===== src/rtl/core/rgbds_pkg.sv =====
// ----------------------------------------------------------------------------
// rgbds_pkg
// Types and constants shared by the RGB weighted downsampler.
// ----------------------------------------------------------------------------
package rgbds_pkg;

	localparam int PIX_W       = 8;
	localparam int SIZE_W      = 12;
	localparam int FACTOR_W    = 3;
	localparam int PHASE_W     = 2;
	localparam int CFG_INDEX_W = 2;
	localparam int CFG_DATA_W  = 12;

	// Horizontal sum of one block row: at most 6 * 255.
	localparam int ROW_SUM_W = 11;
	// Weighted block sum: at most 36 * 255.
	localparam int COL_SUM_W = 14;
	localparam int CHANNELS  = 3;

	// Register indexes
	localparam logic [CFG_INDEX_W-1:0] CFG_SHRINK = 2'd0;
	localparam logic [CFG_INDEX_W-1:0] CFG_WIDTH  = 2'd1;
	localparam logic [CFG_INDEX_W-1:0] CFG_HEIGHT = 2'd2;

	localparam logic [FACTOR_W-1:0] FACTOR_2 = 3'd2;
	localparam logic [FACTOR_W-1:0] FACTOR_3 = 3'd3;
	localparam logic [FACTOR_W-1:0] FACTOR_4 = 3'd4;

	localparam logic [FACTOR_W-1:0] SHRINK_RESET = FACTOR_2;
	localparam logic [SIZE_W-1:0]   WIDTH_RESET  = 12'd640;
	localparam logic [SIZE_W-1:0]   HEIGHT_RESET = 12'd480;

	// floor(x / 3) = (x * 2731) >> 13 for any 12-bit x
	localparam logic [11:0] DIV3_MUL   = 12'd2731;
	localparam int          DIV3_SHIFT = 13;
	// floor(x / 9) = (x * 1821) >> 14 for x up to 2295
	localparam logic [10:0] DIV9_MUL   = 11'd1821;
	localparam int          DIV9_SHIFT = 14;

	// Result buffer
	localparam int OBUF_DEPTH = 2;
	localparam int OBUF_PW    = 1;
	localparam int OBUF_CW    = 2;

	typedef struct packed {
		logic [PIX_W-1:0] red_in;
		logic [PIX_W-1:0] green_in;
		logic [PIX_W-1:0] blue_in;
	} pix_in_t;

	typedef struct packed {
		logic [PIX_W-1:0] red_out;
		logic [PIX_W-1:0] green_out;
		logic [PIX_W-1:0] blue_out;
		logic             row_end;
		logic             frame_end;
	} pix_out_t;

	typedef logic [CHANNELS-1:0][ROW_SUM_W-1:0] row_sums_t;
	typedef logic [CHANNELS-1:0][COL_SUM_W-1:0] col_sums_t;

endpackage


===== src/rtl/core/rgbds_obuf.sv =====
// ----------------------------------------------------------------------------
// rgbds_obuf
// Two-entry result buffer that decouples the pipeline from output stall.
// ----------------------------------------------------------------------------
module rgbds_obuf import rgbds_pkg::*; (
	input  logic               clk,
	input  logic               arst_n,
	input  logic               push,
	input  pix_out_t           push_data,
	output logic               valid,
	input  logic               stall,
	output pix_out_t           data,
	output logic [OBUF_CW-1:0] count
);

	pix_out_t             entry_q [OBUF_DEPTH];
	logic [OBUF_PW-1:0]   wr_ptr_q;
	logic [OBUF_PW-1:0]   rd_ptr_q;
	logic [OBUF_CW-1:0]   count_q;
	logic                 pop;

	assign valid = (count_q != '0);
	assign data  = entry_q[rd_ptr_q];
	assign count = count_q;
	assign pop   = valid && !stall;

	always_ff @(posedge clk) begin
		if (push) begin
			entry_q[wr_ptr_q] <= push_data;
		end
	end

	// Pipeline never pushes into a full buffer.
	always_ff @(posedge clk or negedge arst_n) begin
		if (!arst_n) begin
			wr_ptr_q <= '0;
			rd_ptr_q <= '0;
			count_q  <= '0;
		end else begin
			if (push) begin
				wr_ptr_q <= wr_ptr_q + 1'b1;
			end
			if (pop) begin
				rd_ptr_q <= rd_ptr_q + 1'b1;
			end
			unique case ({push, pop})
				2'b10:   count_q <= count_q + 1'b1;
				2'b01:   count_q <= count_q - 1'b1;
				default: count_q <= count_q;
			endcase
		end
	end

endmodule


===== config.mk =====
export PLATFORM = sky130hd
export DESIGN_NAME = rgbds_obuf
export DESIGN_NICKNAME = d
export VERILOG_FILES = /design/src/rtl/core/rgbds_pkg.sv /design/src/rtl/core/rgbds_obuf.sv
export SDC_FILE = /design/constraint.sdc
export NUM_CORES = 1
export LEC_CHECK = 0
export ABC_AREA = 1
export ABC_CLOCK_PERIOD_IN_PS = 3140
export BUFFER_PORTS_ARGS = -buffer_cell sky130_fd_sc_hd__buf_4
export CAP_MARGIN = 20
export CORE_ASPECT_RATIO = 0.5
export CORE_UTILIZATION = 42
export CTS_CLUSTER_SIZE = 28
export DETAILED_ROUTE_END_ITERATION = 10
export PLACE_DENSITY = 0.64
export SLEW_MARGIN = 20
export SYNTH_ARGS = -nofsm -noshare
export SYNTH_HDL_FRONTEND = slang
export SYNTH_SLANG_ARGS = --single-unit

===== constraint.sdc =====
create_clock -name clk -period 3.14 [get_ports clk]
set_clock_uncertainty 0.05 [all_clocks]
set_input_delay 0.471 -clock clk [delete_from_list [all_inputs] [get_ports clk]]
set_output_delay 0.471 -clock clk [all_outputs]
set_load 0.05 [all_outputs]

== Word-level counts from Yosys, hierarchy flattened ==
Memories as Yosys holds them, arrays and structs flattened.
Cells that the tools add are included.
Word-level totals
  bits in writable memories: 52
  memories kept: 1
  bits of input ports: 30
  flip-flop bits (word level): 4
  output and inout bits: 29
Operators by class
  reductions and logical operators: 4
  add/subtract/negate cells: 4
  eq/ne operators: 2
  muxes and demuxes: 3
Memory list
  entry_q: words 2, bits a word 26, read ports 1, clocked after Yosys merged registers in 0, wr ports 1, RTL line rgbds_obuf.sv:16  | pix_out_t entry_q [OBUF_DEPTH];
Operators by type and width (count)
  case mux 2 bit (2 select lines): 1
  nonzero test 2 bit: 2
  adder 1 bit (second input constant): 2
  adder 2 x 1 -> 2 bit (second input constant): 1
  equality test 2 x 1 -> 1 bit (second input constant): 1
  equality test 2 bit (second input constant): 1
  two-way mux 1 bit: 2
  subtractor 2 x 1 -> 2 bit (second input constant): 1
  logical AND 1 bit: 1
  logical NOT 1 bit: 1

== Logic depth before layout (Yosys ltp) ==
  depth in word-level cells: 4
  depth in mapped cells: 10

== Worst setup path before layout ==
No wires, ideal clock.
  kind: input to register
  start point: input push
  end point: memory entry_q[0][0] in the netlist's numbering (enable)
  setup time: 0.409 ns
  path buffers: 0
  slack: 1.056 ns
  data required time: 2.681 ns
  stages on the path: 2
  arrival time: 1.625 ns
  path through: inv_1 -> nor2_1
Between the ends
  longest elaborated chain between the ends: 2
Ends and longest elaborated chain
  start: declaration: RTL line rgbds_obuf.sv:8  | input logic push,
  two-way mux 1 bit: RTL line rgbds_obuf.sv:28  | if (push) begin
  two-way mux 1 bit (not written as such): RTL line rgbds_obuf.sv:29  | entry_q[wr_ptr_q] <= push_data;
  end: declaration: RTL line rgbds_obuf.sv:16
No other way between the ends.

==> metrics.md <==
| Metric | Value |
|---|---|
| Die X | 103 µm |
| Area Growth Syn to Fin | 28.1% |
| Final Hold Vio Count | 0 |
| CTS tree | done |
| Die Y | 52.6 µm |
| Routed Antenna Nets | 0 |
| Register bit total from synthesis | 56 |
| All-layer global routing usage | 0.150 |
| Fin crit share | 0.724 |
| CP bufs+invs | 3 |
| Largest stage delay, worst path | 0.69 ns |
| Num rows | 17 |
| Top cell type's share of synthesized area | 0.727 |
| Count of pins over their slew limit | 0 |
| Post-synthesis cell area | 0.00215 mm² |
| Fin Hold WS | 0.297 ns |
| CTS buffer count | 5 |
| Hold Crit Start | push_data[23] |
| Commonest cells after routing, fill and taps aside | nand2_1 (82), buf_4 (61), edfxtp_1 (52) |
| Hold crit path type | in2reg |
| Vias in the first global route | 1240 |
| Clock root buffer | clkbuf_8 |
| Static leakage | 1.22 nW |
| Hpwl dp | 2440 µm |
| Core region area | 0.00466 mm² |
| WP data required | 2.62 ns |
| Share of cells above drive strength 1 | 0.328 |
| CTS max path bufs | 2 |
| Minimum clock period | 2.27 ns |
| Critical Path Sink Type | output pin |
| Placed insts | 286 |
| Fillers | 391 |
| Initial antenna violation count | 0 |
| Vias post-DR | 1310 |
| Layout Utilization | 0.591 |
| Largest net degree at the start of global routing | 28 |
| Power per Cell Area | 1080 mW/mm² |
| GRT overflow | 0 |
| Iter 0 DRT Violations | 53 |
| Synth top area cells | edfxtp_1 (73%), nand2_1 (14%), dfrtp_1 (4.7%) |
| H-tree depth | 2 |
| Post-synthesis cell type count | 15 |
| Worst r2r path cells | 2 |
| Post-CTS setup buffers | 0 |
| N_diodes | 0 |
| Worst path top cell family by delay | flip-flops |
| First-pass GRT wire length | 5710 µm |
| Crit start category | flop |
| Hold path cells | 1 |
| CP cell instances | buf_4 > inv_8 > nand2_1 > nand2_1 > buf_4 |
| Arr. time, crit path | 1.75 ns |
| FF-to-FF End | entry_q[0][14] |
| Peak Freq | 440 MHz |
| I/O Buffers | 58 |
| Pre-CTS WS | 1.19 ns |
| Initial Util | 0.461 |
| Io pins | 59 |
| Clk_lat worst skew | 0.30 ns |
| CTS Sinks | 56 |
| DR WL/cell | 12.3 µm |
| Clock transition at the registers of the reported paths | 0.10 ns |
| Drt first pass iters | 4 |
| Nets | 259 |
| Synth Area per Inst | 13.1 µm² |
| Slew @ Worst Pin | 0.534 ns |
| Final setup TNS | 0 ns |
| Number of synthesis warnings | 0 |
| Final cell count without fillers | 295 |
| Die Area | 0.00542 mm² |
| R2r setup slk | 1.65 ns |
| Rel. slew slack | 0.644 |
| Final worst slack | 0.868 ns |
| DRC viols | 0 |
| Final WL | 3630 µm |
| Status | completed |
| # Max-Cap Violations | 0 |
| Most common cell after layout, fill and taps aside | nand2_1 |
| RSZ-0062 raised after global routing | no |
| Gp weighted congestion | 0.698 |
| VDD IR max | 0.000454 V |
| Worst Path Class, Setup | reg2out |
| Reg-to-Reg Start | wr_ptr_q |
| Slowest cell on crit path | dfrtp_1 |
| Critical path peak fanout | 27 |
| Dominant cell type by area after synthesis | edfxtp_1 |
| Sequential element share of the synthesized area | 0.773 |
| Syn_nets | 195 |
| Setup Viol. Count Final | 0 |
| Vias per cell | 4.44 |
| Worst Hold End | entry_q[0][23] |
| Cells after synthesis | 164 |
cells in the mapped netlist:
library cell and count:
nand3_1 2, edfxtp_1 52, ha_1 1, inv_1 8
buf_6 3, inv_8 1, nor2_1 1, nand4_1 1
xnor2_1 1, buf_4 1, nand2_1 82, xor2_1 1
buf_8 1, dfrtp_1 4, nand2_2 5
cell type report:
class / instances / area, µm² / share of cell area
tap: 66 / 82.6 / 0.0300
multi-input combinational: 94 / 392 / 0.142
clock buffer: 6 / 72.6 / 0.0264
sequential: 56 / 1660 / 0.604
inverter: 9 / 41.3 / 0.0150
clock inverter: 2 / 35.0 / 0.0127
timing repair buffer: 62 / 468 / 0.170
cell families (layout without fill, tap and decap cells):
family                   Yosys count  after routing  synth area share
XOR/XNOR                           2              2           0.00816
flip-flops                        56             56             0.773
buffers and inverters             14             79            0.0454
AND/OR/NAND/NOR                   91             91             0.167
adder cells (fa/ha/maj)            1              1           0.00582
flip-flops by register name, indices dropped and copies added (netlist names):
name	count
entry_q	52
count	2
wr_ptr_q	1
rd_ptr_q	1
metal layers:
metal / up-vias / GRT usage / routed length [µm]
li1: 665 / - / -
met5: - / 0 / 0
met3: 4 / 0.0427 / 186
met4: 0 / 0.0634 / 42
met1: 608 / 0.192 / 1630
met2: 33 / 0.244 / 1770
through the flow:
stage / power, mW / cell area (µm²)
3_5_place_dp: 2.55 / 2640
2_1_floorplan: 2.16 / 2150
5_1_grt: 3.13 / 2750
6_report: 2.97 / 2750
3_3_place_gp: 2.53 / 2640
4_1_cts: 3.00 / 2750
report_power, final:
group	total [mW]	switching (mW)	internal (mW)
clock	0.460	0.223	0.237
combinational	1.44	1.05	0.389
sequential	1.07	0.0782	0.994
total	2.97	1.35	1.62
worst reg2reg max path, cell delays in order (launching register included):
cell     delay [ns]
dfrtp_1        0.42
nor2_2         0.34
buf_4          0.36
how the worst max path moves through the flow:
stage	slack (ns)	cells after the start	from	endpoint
6_report	0.87	5	rd_ptr_q	data[0]
2_1_floorplan	1.06	2	push	entry_q[0][0]
3_5_place_dp	1.19	5	rd_ptr_q	data[0]
5_1_grt	0.73	5	rd_ptr_q	data[24]
3_3_place_gp	1.21	5	rd_ptr_q	data[1]
4_1_cts	0.84	5	rd_ptr_q	data[0]
repair_timing:
item | 4_1_cts | 5_1_grt
hold endpoints to repair | 4 | 0
hold buffers | 1 | 0
gates resized for setup | 0 | 0
(Power assumes the default switching activity.)
